<file path="config.mk">
export PLATFORM = sky130hd
export DESIGN_NAME = power_button_sequencer
export DESIGN_NICKNAME = d
export VERILOG_FILES = /design/src/sv/pbs_pkg.sv /design/src/sv/pbs_fsm.sv /design/src/sv/power_button_sequencer.sv
export SDC_FILE = /design/constraint.sdc
export NUM_CORES = 1
export LEC_CHECK = 0
export BUFFER_PORTS_ARGS = -buffer_cell sky130_fd_sc_hd__buf_4
export CORE_AREA = 2 2 164 230
export CTS_CLUSTER_SIZE = 24
export DETAILED_ROUTE_END_ITERATION = 12
export DIE_AREA = 0 0 166 232
export PLACE_DENSITY = 0.8
export SYNTH_ARGS = -nofsm -noshare
export SYNTH_HDL_FRONTEND = slang
export SYNTH_SLANG_ARGS = --single-unit
</file>
<file path="constraint.sdc">
create_clock -name clk -period 7.8 [get_ports clk]
set_clock_uncertainty 0.1 [all_clocks]
set_input_delay 0.39 -clock clk [delete_from_list [all_inputs] [get_ports clk]]
set_output_delay 0.39 -clock clk [all_outputs]
set_load 0.02 [all_outputs]
</file>
<file path="src/sv/pbs_pkg.sv">
`timescale 1ns / 1ps

package pbs_pkg;

	localparam int TIME_BITS_DEF = 40;
	localparam int CFG_W         = 20;
	localparam int CFG_IDX_W     = 3;

	localparam logic [CFG_IDX_W-1:0] REG_DEBOUNCE = 3'd0;
	localparam logic [CFG_IDX_W-1:0] REG_PRESS    = 3'd1;
	localparam logic [CFG_IDX_W-1:0] REG_HOLD     = 3'd2;
	localparam logic [CFG_IDX_W-1:0] REG_ON_WAIT  = 3'd3;
	localparam logic [CFG_IDX_W-1:0] REG_OFF_WAIT = 3'd4;

	localparam logic [CFG_W-1:0] DEBOUNCE_RST = 20'd50;
	localparam logic [CFG_W-1:0] PRESS_RST    = 20'd200;
	localparam logic [CFG_W-1:0] HOLD_RST     = 20'd5000;
	localparam logic [CFG_W-1:0] ON_WAIT_RST  = 20'd10000;
	localparam logic [CFG_W-1:0] OFF_WAIT_RST = 20'd60000;

	localparam logic [1:0] REQ_NONE  = 2'd0;
	localparam logic [1:0] REQ_PRESS = 2'd1;
	localparam logic [1:0] REQ_HOLD  = 2'd2;

	typedef enum logic [2:0] {
		MODE_UNKNOWN  = 3'd0,
		MODE_OFF      = 3'd1,
		MODE_ON       = 3'd2,
		MODE_TURN_ON  = 3'd3,
		MODE_TURN_OFF = 3'd4
	} mode_t;

	typedef struct packed {
		logic [CFG_W-1:0] debounce_time;
		logic [CFG_W-1:0] press_width;
		logic [CFG_W-1:0] hold_width;
		logic [CFG_W-1:0] on_wait;
		logic [CFG_W-1:0] off_wait;
	} cfg_t;

	typedef struct packed {
		logic       request_ok;
		logic       button_drive;
		mode_t      power_mode;
		logic [1:0] pending_type;
	} status_t;

endpackage

</file>
<file path="src/sv/pbs_fsm.sv">
`timescale 1ns / 1ps

module pbs_fsm import pbs_pkg::*; #(
	parameter int TIME_BITS = TIME_BITS_DEF
) (
	input  logic                 clk,
	input  logic                 arst_n,
	input  logic                 fire,
	input  cfg_t                 cfg,
	input  logic                 kind,
	input  logic                 sense_in,
	input  logic [1:0]           request_type,
	input  logic [TIME_BITS-1:0] time_now,
	output status_t              status_n,
	output logic [TIME_BITS-1:0] mode_since_n
);

	localparam logic [TIME_BITS-1:0] TIME_MAX = {TIME_BITS{1'b1}};

	mode_t                mode_q, mode_n;
	logic [TIME_BITS-1:0] entered_q, entered_n;
	logic                 raw_q, raw_n;
	logic [TIME_BITS-1:0] raw_chg_q, raw_chg_n;
	logic                 bel_q, bel_n;
	logic                 belv_q, belv_n;
	logic                 pulse_q, pulse_n;
	logic [TIME_BITS-1:0] pulse_end_q, pulse_end_n;
	logic [1:0]           pend_q, pend_n;
	logic [TIME_BITS-1:0] dl_q, dl_n;

	logic [TIME_BITS-1:0] elapsed;
	logic                 deb_ok;
	logic                 req_ok;
	logic [CFG_W-1:0]     width;
	logic [CFG_W-1:0]     wait_ms;
	logic [TIME_BITS:0]   end_sum;
	logic [TIME_BITS+1:0] dl_sum;
	logic [TIME_BITS-1:0] end_sat;
	logic [TIME_BITS-1:0] dl_sat;
	mode_t                tgt;
	logic                 finish;

	assign elapsed = time_now - raw_chg_q;
	assign deb_ok  = (sense_in == raw_q) && (elapsed >= TIME_BITS'(cfg.debounce_time));

	assign req_ok = ((request_type == REQ_PRESS) || (request_type == REQ_HOLD)) && !pulse_q
		&& ((mode_q == MODE_OFF) || (mode_q == MODE_ON));
	assign width   = (request_type == REQ_HOLD) ? cfg.hold_width : cfg.press_width;
	assign wait_ms = (mode_q == MODE_OFF) ? cfg.on_wait : cfg.off_wait;
	// one three-input add saturates the same as two chained saturating adds
	assign end_sum = {1'b0, time_now} + (TIME_BITS+1)'(width);
	assign dl_sum  = {2'b00, time_now} + (TIME_BITS+2)'(width) + (TIME_BITS+2)'(wait_ms);
	assign end_sat = end_sum[TIME_BITS] ? TIME_MAX : end_sum[TIME_BITS-1:0];
	assign dl_sat  = (dl_sum[TIME_BITS+1:TIME_BITS] != 2'b00) ? TIME_MAX
		: dl_sum[TIME_BITS-1:0];

	always_comb begin
		raw_n       = raw_q;
		raw_chg_n   = raw_chg_q;
		bel_n       = bel_q;
		belv_n      = belv_q;
		pulse_n     = pulse_q;
		pulse_end_n = pulse_end_q;
		pend_n      = pend_q;
		dl_n        = dl_q;
		tgt         = mode_q;
		finish      = 1'b0;
		if (!kind) begin
			if (sense_in != raw_q) begin
				raw_n     = sense_in;
				raw_chg_n = time_now;
			end else if (deb_ok) begin
				bel_n  = sense_in;
				belv_n = 1'b1;
			end
			if (pulse_q && (time_now >= pulse_end_q))
				pulse_n = 1'b0;
			if (belv_n) begin
				case (mode_q)
					MODE_UNKNOWN: tgt = bel_n ? MODE_ON : MODE_OFF;
					MODE_OFF: if (bel_n) tgt = MODE_ON;
					MODE_ON: if (!bel_n) tgt = MODE_OFF;
					MODE_TURN_ON: begin
						if (bel_n) begin
							tgt    = MODE_ON;
							finish = 1'b1;
						end else if (time_now >= dl_q) begin
							tgt    = MODE_OFF;
							finish = 1'b1;
						end
					end
					MODE_TURN_OFF: begin
						if (!bel_n) begin
							tgt    = MODE_OFF;
							finish = 1'b1;
						end else if (time_now >= dl_q) begin
							tgt    = MODE_ON;
							finish = 1'b1;
						end
					end
					default: tgt = mode_q;
				endcase
			end
			if (finish) begin
				pend_n = REQ_NONE;
				dl_n   = '0;
			end
		end else if (req_ok) begin
			pend_n      = request_type;
			pulse_n     = 1'b1;
			pulse_end_n = end_sat;
			dl_n        = dl_sat;
			tgt         = (mode_q == MODE_OFF) ? MODE_TURN_ON : MODE_TURN_OFF;
		end
		mode_n    = tgt;
		entered_n = (tgt != mode_q) ? time_now : entered_q;
	end

	assign status_n.request_ok   = kind && req_ok;
	assign status_n.button_drive = pulse_n;
	assign status_n.power_mode   = mode_n;
	assign status_n.pending_type = pend_n;
	assign mode_since_n          = entered_n;

	always_ff @(posedge clk or negedge arst_n) begin
		if (!arst_n) begin
			mode_q      <= MODE_UNKNOWN;
			entered_q   <= '0;
			raw_q       <= 1'b0;
			raw_chg_q   <= '0;
			bel_q       <= 1'b0;
			belv_q      <= 1'b0;
			pulse_q     <= 1'b0;
			pulse_end_q <= '0;
			pend_q      <= REQ_NONE;
			dl_q        <= '0;
		end else if (fire) begin
			mode_q      <= mode_n;
			entered_q   <= entered_n;
			raw_q       <= raw_n;
			raw_chg_q   <= raw_chg_n;
			bel_q       <= bel_n;
			belv_q      <= belv_n;
			pulse_q     <= pulse_n;
			pulse_end_q <= pulse_end_n;
			pend_q      <= pend_n;
			dl_q        <= dl_n;
		end
	end

endmodule

</file>
<file path="src/sv/power_button_sequencer.sv">
`timescale 1ns / 1ps
// A word accepted into the input register moves on to the output register once the output is not stalled.
// Throughput: one word per cycle while out_stall does not hold the output; the whole update of the
// sequencer state is one registered step between the input register and the output register.
// Reset (arst_n low, asynchronous): pipeline empty, power mode unknown, no pulse,
// timing registers back to their default values.

module power_button_sequencer import pbs_pkg::*; #(
	parameter int TIME_BITS = TIME_BITS_DEF
) (
	input  logic                 clk,
	input  logic                 arst_n,
	input  logic                 cfg_wr,
	input  logic [CFG_IDX_W-1:0] cfg_index,
	input  logic [CFG_W-1:0]     cfg_data,
	input  logic                 in_valid,
	output logic                 in_stall,
	input  logic                 kind,
	input  logic                 sense_in,
	input  logic [1:0]           request_type,
	input  logic [TIME_BITS-1:0] time_now,
	output logic                 out_valid,
	input  logic                 out_stall,
	output logic                 request_ok,
	output logic                 button_drive,
	output logic [2:0]           power_mode,
	output logic [TIME_BITS-1:0] mode_since,
	output logic [1:0]           pending_type
);

	cfg_t                 cfg_q;
	logic                 v_s1;
	logic                 kind_s1;
	logic                 sense_s1;
	logic [1:0]           req_s1;
	logic [TIME_BITS-1:0] time_s1;
	logic                 v_s2;
	status_t              stat_s2;
	logic [TIME_BITS-1:0] since_s2;
	status_t              status_n;
	logic [TIME_BITS-1:0] mode_since_n;
	logic                 advance;
	logic                 fire;

	assign advance  = !v_s2 || !out_stall;
	assign fire     = v_s1 && advance;
	assign in_stall = v_s1 && !advance;

	always_ff @(posedge clk or negedge arst_n) begin
		if (!arst_n) begin
			cfg_q.debounce_time <= DEBOUNCE_RST;
			cfg_q.press_width   <= PRESS_RST;
			cfg_q.hold_width    <= HOLD_RST;
			cfg_q.on_wait       <= ON_WAIT_RST;
			cfg_q.off_wait      <= OFF_WAIT_RST;
		end else if (cfg_wr) begin
			case (cfg_index)
				REG_DEBOUNCE: cfg_q.debounce_time <= cfg_data;
				REG_PRESS:    cfg_q.press_width   <= cfg_data;
				REG_HOLD:     cfg_q.hold_width    <= cfg_data;
				REG_ON_WAIT:  cfg_q.on_wait       <= cfg_data;
				REG_OFF_WAIT: cfg_q.off_wait      <= cfg_data;
				default: ;
			endcase
		end
	end

	always_ff @(posedge clk or negedge arst_n) begin
		if (!arst_n) begin
			v_s1 <= 1'b0;
			v_s2 <= 1'b0;
		end else begin
			if (!in_stall)
				v_s1 <= in_valid;
			if (advance)
				v_s2 <= v_s1;
		end
	end

	always_ff @(posedge clk) begin
		if (in_valid && !in_stall) begin
			kind_s1  <= kind;
			sense_s1 <= sense_in;
			req_s1   <= request_type;
			time_s1  <= time_now;
		end
		if (fire) begin
			stat_s2  <= status_n;
			since_s2 <= mode_since_n;
		end
	end

	pbs_fsm #(
		.TIME_BITS(TIME_BITS)
	) u_fsm (
		.clk          (clk),
		.arst_n       (arst_n),
		.fire         (fire),
		.cfg          (cfg_q),
		.kind         (kind_s1),
		.sense_in     (sense_s1),
		.request_type (req_s1),
		.time_now     (time_s1),
		.status_n     (status_n),
		.mode_since_n (mode_since_n)
	);

	assign out_valid    = v_s2;
	assign request_ok   = stat_s2.request_ok;
	assign button_drive = stat_s2.button_drive;
	assign power_mode   = stat_s2.power_mode;
	assign mode_since   = since_s2;
	assign pending_type = stat_s2.pending_type;

endmodule

</file>
==> flow_metrics.env, run 1 <==
export IMPL_endpoint_kind="register"
export IMPL_sw_frac_of_total_pct=39.9
export IMPL_power_frac_clock_pct=18.8
export IMPL_final_util_pct=69.7
export IMPL_yosys_top_cells_area="dfrtp_1 (28%), edfxtp_1 (12%), ha_1 (10%), mux2_2 (6.7%), a21oi_1 (3.6%)"
export IMPL_p_switching_uw=3880
export IMPL_placed_area_sq_mm=0.0236
export IMPL_ys_ff_latch=362
export IMPL_synth_main_ff_cell="dfrtp_1"
export IMPL_antenna_found_initial=0
export IMPL_cts_buffer_depth=3
export IMPL_ff2ff_setup_slack_ps=520
export IMPL_htree_levels=2
export IMPL_clock_latency_ps=550
export IMPL_required_ps=8120
export IMPL_synthArstFlopShare_pct=74.9
export IMPL_start_util_pct=61.1
export IMPL_yosys_area_top_type="dfrtp_1"
export IMPL_synth_warnings=0
export IMPL_ys_seq_area_share_pct=42.9
export IMPL_ir_worst_vdd_v=0.000258
export IMPL_maxCapViolations=0
export IMPL_dr_total_vias=17200
export IMPL_netlist_instances=2172
export IMPL_fin_tns_setup_ps=0
export IMPL_grtUsageTotal_pct=31.5
export IMPL_insertedDiodeCount=0
export IMPL_gp_congestion=0.960
export IMPL_viasPerCell=6.12
export IMPL_hold_class="input port to register"
export IMPL_area_growth_pct=14.1
export IMPL_power_internal_uw=5850
export IMPL_finalHoldViolCount=0
export IMPL_grt_pass1_vias=17900
export IMPL_setup_viol=0
export IMPL_syn_area_sq_mm=0.0223
export IMPL_final_nets=2575
export IMPL_clock_sinks=362
export IMPL_dp_hpwl_mm=43.9
export IMPL_yosys_area_top_type_share_pct=27.9
export IMPL_die_x_um=166
export IMPL_fmax_mhz=137
export IMPL_root_buffer="clkbuf_16"
export IMPL_rows=83
export IMPL_grt_pass1_wl_mm=95.8
export IMPL_fp_dieH_um=232
export IMPL_crit_type="register to register"
export IMPL_io_buffers=120
export IMPL_tightest_slew_ps=1180
export IMPL_post_route_min_period_ps=7280
export IMPL_design_area_sq_mm=0.0254
export IMPL_overflow=0
export IMPL_first_pass_iters=7
export IMPL_post_route_drc_count=0
export IMPL_start_kind="register"
export IMPL_leakage_uw=0.0114
export IMPL_post_cts_setup_buffers=0
export IMPL_drt_total_wl_mm=60.8
export IMPL_wl_per_cell_um=21.6
export IMPL_synth_nets=2427
export IMPL_clkTransAtPathRegs_ps=60
export IMPL_p_comb_share_pct=50.3
export IMPL_synth_edff_count=91
export IMPL_synth_cell_types=86
export IMPL_cts_made_buffers=36
export IMPL_cts_tree="built"
export IMPL_die_area_sq_mm=0.0385
export IMPL_drtAntennaViolNets=0
export IMPL_slew_violations=0
export IMPL_synth_area_per_cell_sq_um=10.2
export IMPL_ios=121
export IMPL_cp_arrival_ps=7600
export IMPL_grt_max_degree=173
export IMPL_core_sq_mm=0.0365
export IMPL_fin_crit_sh_pct=93.3
export IMPL_maxSlewHeadroom_pct=21.4
export IMPL_rsz0062_at_grt="no"
export IMPL_p_seq_share_pct=30.9
export IMPL_drt_iter0_drc=1254
export IMPL_cp_max_fo=40
export IMPL_outcome="finished clean"
export IMPL_p_per_area_mw_per_mm2=383
export IMPL_drive_gt1_share_pct=18.3
==> registers in the layout, indices dropped and copies added, names as in the netlist, 2 cells and up <==
signal             cells
cfg_q                100
mode_since            40
pending_type           2
power_mode             3
req_s1                 2
time_s1               40
u_fsm.dl_q            40
u_fsm.entered_q       40
u_fsm.mode_q           3
u_fsm.pend_q           2
u_fsm.pulse_end_q     40
u_fsm.raw_chg_q       40
==> Yosys cell counts (all sizes together) (11+ instances only) <==
master and number:
nor3 34, clkbuf 64, nand4 41, inv 176, dfrtp 248, ha 180, o21ai 165, dfstp 23
a21oi 160, xor2 48, o21a 25, edfxtp 91, nor2b 23, and2 11, nor4 14, xnor2 48
buf 26, nand3 39, a211oi 15, a21o 79, nand2b 20, nand2 154, mux2 211, a31oi 24
nor2 105, and3 11
==> layer usage <==
| layer | wire length, um | track usage (%) |
|---|---|---|
| met1 | 23500 | 36.0 |
| met2 | 32000 | 59.1 |
| met3 | 2590 | 3.99 |
| met4 | 2760 | 13.5 |
| met5 | 0 | 0 |
==> kinds of logic (layout without fill, tap and decap cells) <==
family                   after synthesis  count (layout)  share of synthesized area [%]
adder cells (fa/ha/maj)              184             184                           10.4
flip-flops                           362             362                           42.9
buffers and inverters                266             442                           4.87
AO/OA/AOI/OAI                        564             564                           15.8
multiplexers                         216             216                           11.6
AND/OR/NAND/NOR                      484             484                           10.7
XOR/XNOR                              96              96                           3.78
==> critical path, cell delays in order, from the launching register on <==
cell      delay, ps
edfxtp_1        560
ha_1            350
nor2b_1         150
o2111a_1        270
o21a_1          260
a31oi_1         580
nor3_1           90
or2_2           320
a21oi_1         170
xnor2_1         140
ha_1            270
nand4_1         200
nor2_1           90
a32oi_1         220
o2111a_1        220
nand4_1         160
nor4_4          320
nand4_1         180
or4_1           600
o31ai_2         260
and2_4          210
mux2_4          320
a211o_4         630
mux2_4          430
==> power by group through the flow <==
stage	clock network [uW]	registers, uW	logic, uW
floorplan	0	3010	3500
global placement	0	2990	4610
detailed placement	0	3020	4750
CTS	1840	3000	4830
global route	1920	3070	5350
finish	1830	3010	4890
==> final timing paths <==
| check | cells past startpoint | to | startpoint |
|---|---|---|---|
| max | 23 | u_fsm.entered_q[24]$_DFFE_PN0P_ | time_s1[1]$_DFFE_PP_ |
| min | 3 | cfg_q[88]$_DFFE_PN0P_ | cfg_data[8] |
| max reg2reg | 23 | u_fsm.entered_q[24]$_DFFE_PN0P_ | time_s1[1]$_DFFE_PP_ |
| min reg2reg | 1 | u_fsm.dl_q[32]$_DFFE_PN0P_ | u_fsm.dl_q[32]$_DFFE_PN0P_ |
| max in group asynchronous | 3 | u_fsm.pulse_end_q[28]$_DFFE_PN0P_ | arst_n |
| min in group asynchronous | 2 | cfg_q[62]$_DFFE_PN0P_ | arst_n |
==> stage by stage <==
| stage | hold WS, ps | cells | total power, uW | setup WS [ps] |
|---|---|---|---|---|
| global placement | 357 | 2690 | 7600 | 619 |
| floorplan | -5.59 | 2172 | 6510 | 1840 |
| CTS | 1.12 | 2815 | 9680 | 385 |
| global route | 22.2 | 2815 | 10300 | 182 |
| detailed placement | 365 | 2690 | 7770 | 401 |
| finish | 14.4 | 2815 | 9730 | 524 |
==> area by class of cell <==
cell class              count  area, sq um
fillers                  2656        11100
inverters                 176          661
flip-flops and latches    362         9540
clock inverters            13          134
clock buffers              53         1120
repair buffers            200         1680
multi-input cells        1544        11700
well taps                 467          584
==> layout by cell type, fill, tap and decap left out, types with 31 or more instances in the layout <==
master         synthesis  final
xnor2_1               48     48
mux2_4                41     41
clkbuf_16              0     40
mux2_2               133    133
inv_1                176    175
o21ai_0              155    155
ha_1                 180    180
nor3_1                33     31
a21oi_1              160    159
xor2_1                48     48
edfxtp_1              91     91
dfrtp_1              248    248
nand4_1               41     41
mux2_1                37     37
dlygate4sd3_1          0     59
nand3_1               39     39
buf_4                  0    138
nor2_1               103    102
a21o_1                78     78
nand2_1              153    153
==> timing repair <==
| action | 4_1_cts | 5_1_grt |
|---|---|---|
| hold buffers | 59 | 0 |
| gates resized for setup | 0 | 1 |
| hold endpoints to repair | 167 | 0 |
| endpoints found under the setup margin | 0 | 38 |
Note: power is estimated with default switching activity, not from simulation.
==> run 2: changes to the inputs <==
--- a/config.mk
+++ b/config.mk
@@ -11,6 +11,7 @@
 export DETAILED_ROUTE_END_ITERATION = 12
 export DIE_AREA = 0 0 166 232
 export PLACE_DENSITY = 0.8
+export REMOVE_ABC_BUFFERS = 1
 export SYNTH_ARGS = -nofsm -noshare
 export SYNTH_HDL_FRONTEND = slang
 export SYNTH_SLANG_ARGS = --single-unit
==> run 2 against run 1 <==
Compared with the run above: die area unchanged; via count grew 2.3%; count of clock-buffer cells in the layout fell by 3; sequential power is essentially flat; global-route usage increased by 0.72 points; final area decreased by 0.64%; worst setup slack worse by 36 ps; sequential share of layout area is 0.24 points higher; cell count decreased by 0.11%; wire length rose by 3.1%; power down 0.49%; combinational power grew 1%; critical endpoint is now mode_since[18]$_DFFE_PP_.
==> flow_metrics.env, run 2 (same netlist as run 1, synthesis figures left out) <==
export IMPL_hold_class="input port to register"
export IMPL_start_util_pct=61.1
export IMPL_viasPerCell=6.27
export IMPL_clock_sinks=362
export IMPL_clkTransAtPathRegs_ps=60
export IMPL_largest_register_ffs=100
export IMPL_maxCapViolations=0
export IMPL_cts_made_buffers=36
export IMPL_crit_type="register to register"
export IMPL_p_switching_uw=3940
export IMPL_cts_buffer_depth=3
export IMPL_rsz0062_at_grt="no"
export IMPL_overflow=0
export IMPL_setup_viol=0
export IMPL_ios=121
export IMPL_seqCellArea_sq_mm=0.00954
export IMPL_p_seq_share_pct=31.1
export IMPL_rows=83
export IMPL_layout_commonest_cell="dfrtp_1"
export IMPL_grt_pass1_vias=18400
export IMPL_post_cts_setup_buffers=0
export IMPL_pre_cts_slack_ps=369
export IMPL_min_path_cells=3
export IMPL_leakage_uw=0.0113
export IMPL_drtAntennaViolNets=0
export IMPL_clock_latency_ps=550
export IMPL_gp_congestion=1.02
export IMPL_cp_arrival_ps=7500
export IMPL_n_fill_cell=2637
export IMPL_fmax_mhz=137
export IMPL_power_internal_uw=5740
export IMPL_drt_iter0_drc=1327
export IMPL_first_pass_iters=6
export IMPL_dp_hpwl_mm=45.3
export IMPL_rr_endpoint="mode_since[18]$_DFFE_PP_"
export IMPL_p_per_area_mw_per_mm2=384
export IMPL_fin_crit_sh_pct=93.7
export IMPL_ff2ff_setup_slack_ps=490
export IMPL_slew_violations=0
export IMPL_sw_frac_of_total_pct=40.7
export IMPL_power_frac_clock_pct=17.8
export IMPL_finalHoldViolCount=0
export IMPL_final_nets=2572
export IMPL_cts_tree="built"
export IMPL_drt_total_wl_mm=62.7
export IMPL_root_buffer="clkbuf_16"
export IMPL_die_area_sq_mm=0.0385
export IMPL_htree_levels=2
export IMPL_cp_max_fo=29
export IMPL_grt_max_degree=101
export IMPL_final_util_pct=69.2
export IMPL_start_kind="register"
export IMPL_fin_tns_setup_ps=0
export IMPL_fin_hold_ws_ps=9.18
export IMPL_tightest_slew_ps=1110
export IMPL_dr_total_vias=17600
export IMPL_setup_ws_ps=488
export IMPL_reg2reg_depth=25
export IMPL_post_route_drc_count=0
export IMPL_outcome="finished clean"
export IMPL_worst_hold_path_endpoint="cfg_q[84]$_DFFE_PN1P_"
export IMPL_ir_worst_vdd_v=0.000267
export IMPL_largest_register="cfg_q"
export IMPL_die_x_um=166
export IMPL_insertedDiodeCount=0
export IMPL_min_from="cfg_data[4]"
export IMPL_grt_pass1_wl_mm=98.1
export IMPL_antenna_found_initial=0
export IMPL_regToRegStartpoint="time_s1[0]$_DFFE_PP_"
export IMPL_wl_per_cell_um=22.3
export IMPL_p_comb_share_pct=51.1
export IMPL_endpoint_kind="register"
export IMPL_layout_common_cells="dfrtp_1 (248), ha_1 (180), inv_1 (175)"
export IMPL_core_sq_mm=0.0365
export IMPL_drive_gt1_share_pct=18.1
export IMPL_required_ps=7990
export IMPL_post_route_min_period_ps=7310
export IMPL_fp_dieH_um=232
export IMPL_multi_input_area_sq_mm=0.0117
export IMPL_io_buffers=120
export IMPL_grtUsageTotal_pct=32.2
export IMPL_area_growth_pct=13.4
export IMPL_maxSlewHeadroom_pct=25.8
run 2: changes by cell type in the layout (fill, tap and decap cells not counted), moves of 3 or more:
cell	before	now
clkinv_1	1	4
clkbuf_1	6	12
dlygate4sd3_1	59	54
clkbuf_8	7	0
run 2: worst max-delay path by stage:
| stage | slack, ps | endpoint | start | depth (start not counted) |
|---|---|---|---|---|
| floorplan | 780 | u_fsm.dl_q[19]$_DFFE_PN0P_ | req_s1[0]$_DFFE_PP_ | 27 |
| global placement | 430 | mode_since[12]$_DFFE_PP_ | time_s1[1]$_DFFE_PP_ | 23 |
| detailed placement | 370 | mode_since[11]$_DFFE_PP_ | time_s1[1]$_DFFE_PP_ | 24 |
| CTS | 340 | mode_since[32]$_DFFE_PP_ | time_s1[1]$_DFFE_PP_ | 24 |
| global route | 110 | mode_since[32]$_DFFE_PP_ | time_s1[0]$_DFFE_PP_ | 25 |
| finish | 490 | mode_since[18]$_DFFE_PP_ | time_s1[0]$_DFFE_PP_ | 25 |
run 2: critical path: stages, from the launching register on:
cell	delay (ps)
edfxtp_1	480
inv_1	150
ha_1	180
inv_1	60
fa_1	410
a21oi_1	230
o221ai_1	340
o211ai_2	450
nor2b_1	340
o21bai_1	120
xor2_1	160
ha_1	300
nand4_1	180
nor2_1	90
a32oi_1	260
o2111a_1	240
nand4_1	140
nor4_4	300
nand4_1	190
or4_1	570
o31ai_2	240
and2_4	210
mux2_4	310
a21o_2	330
buf_6	250
mux2_1	370
run 2: routing by layer:
metal / vias to the layer above / track usage (%) / share of wire, %
met5: - / 0 / 0
li1: 8118 / - / -
met2: 563 / 60.8 / 53
met4: 0 / 15.3 / 4.5
met3: 184 / 3.17 / 3.9
met1: 8759 / 36.5 / 38
run 2: power by group through the flow:
stage | Clock [uW] | Combinational (uW) | Sequential, uW
after floorplan | 0 | 3400 | 3020
after global placement | 0 | 4670 | 3000
after detailed placement | 0 | 4810 | 3020
after CTS | 1730 | 4880 | 3000
after global routing | 1810 | 5390 | 3070
final | 1720 | 4950 | 3010
run 2: cell type report:
class                           instances  share of cell area (%)
Timing Repair Buffer                  197                    6.49
Sequential cell                       362                    37.8
Inverter                              176                    2.62
Clock buffer                           50                    3.95
Tap cell                              467                    2.32
Clock inverter                         16                   0.585
Multi-Input combinational cell       1544                    46.2
run 2: metrics by stage:
| stage | total power, uW | cells | cell area, sq um |
|---|---|---|---|
| after CTS | 9610 | 2812 | 25200 |
| after global placement | 7660 | 2692 | 23500 |
| after global routing | 10300 | 2812 | 25200 |
| after detailed placement | 7830 | 2692 | 23500 |
| final | 9680 | 2812 | 25200 |
| after floorplan | 6430 | 2082 | 21800 |
run 2: repair_timing:
item,4_1_cts,5_1_grt
hold endpoints to repair,140,0
hold buffers,54,0
gates resized for setup,0,2
endpoints found under the setup margin,0,29
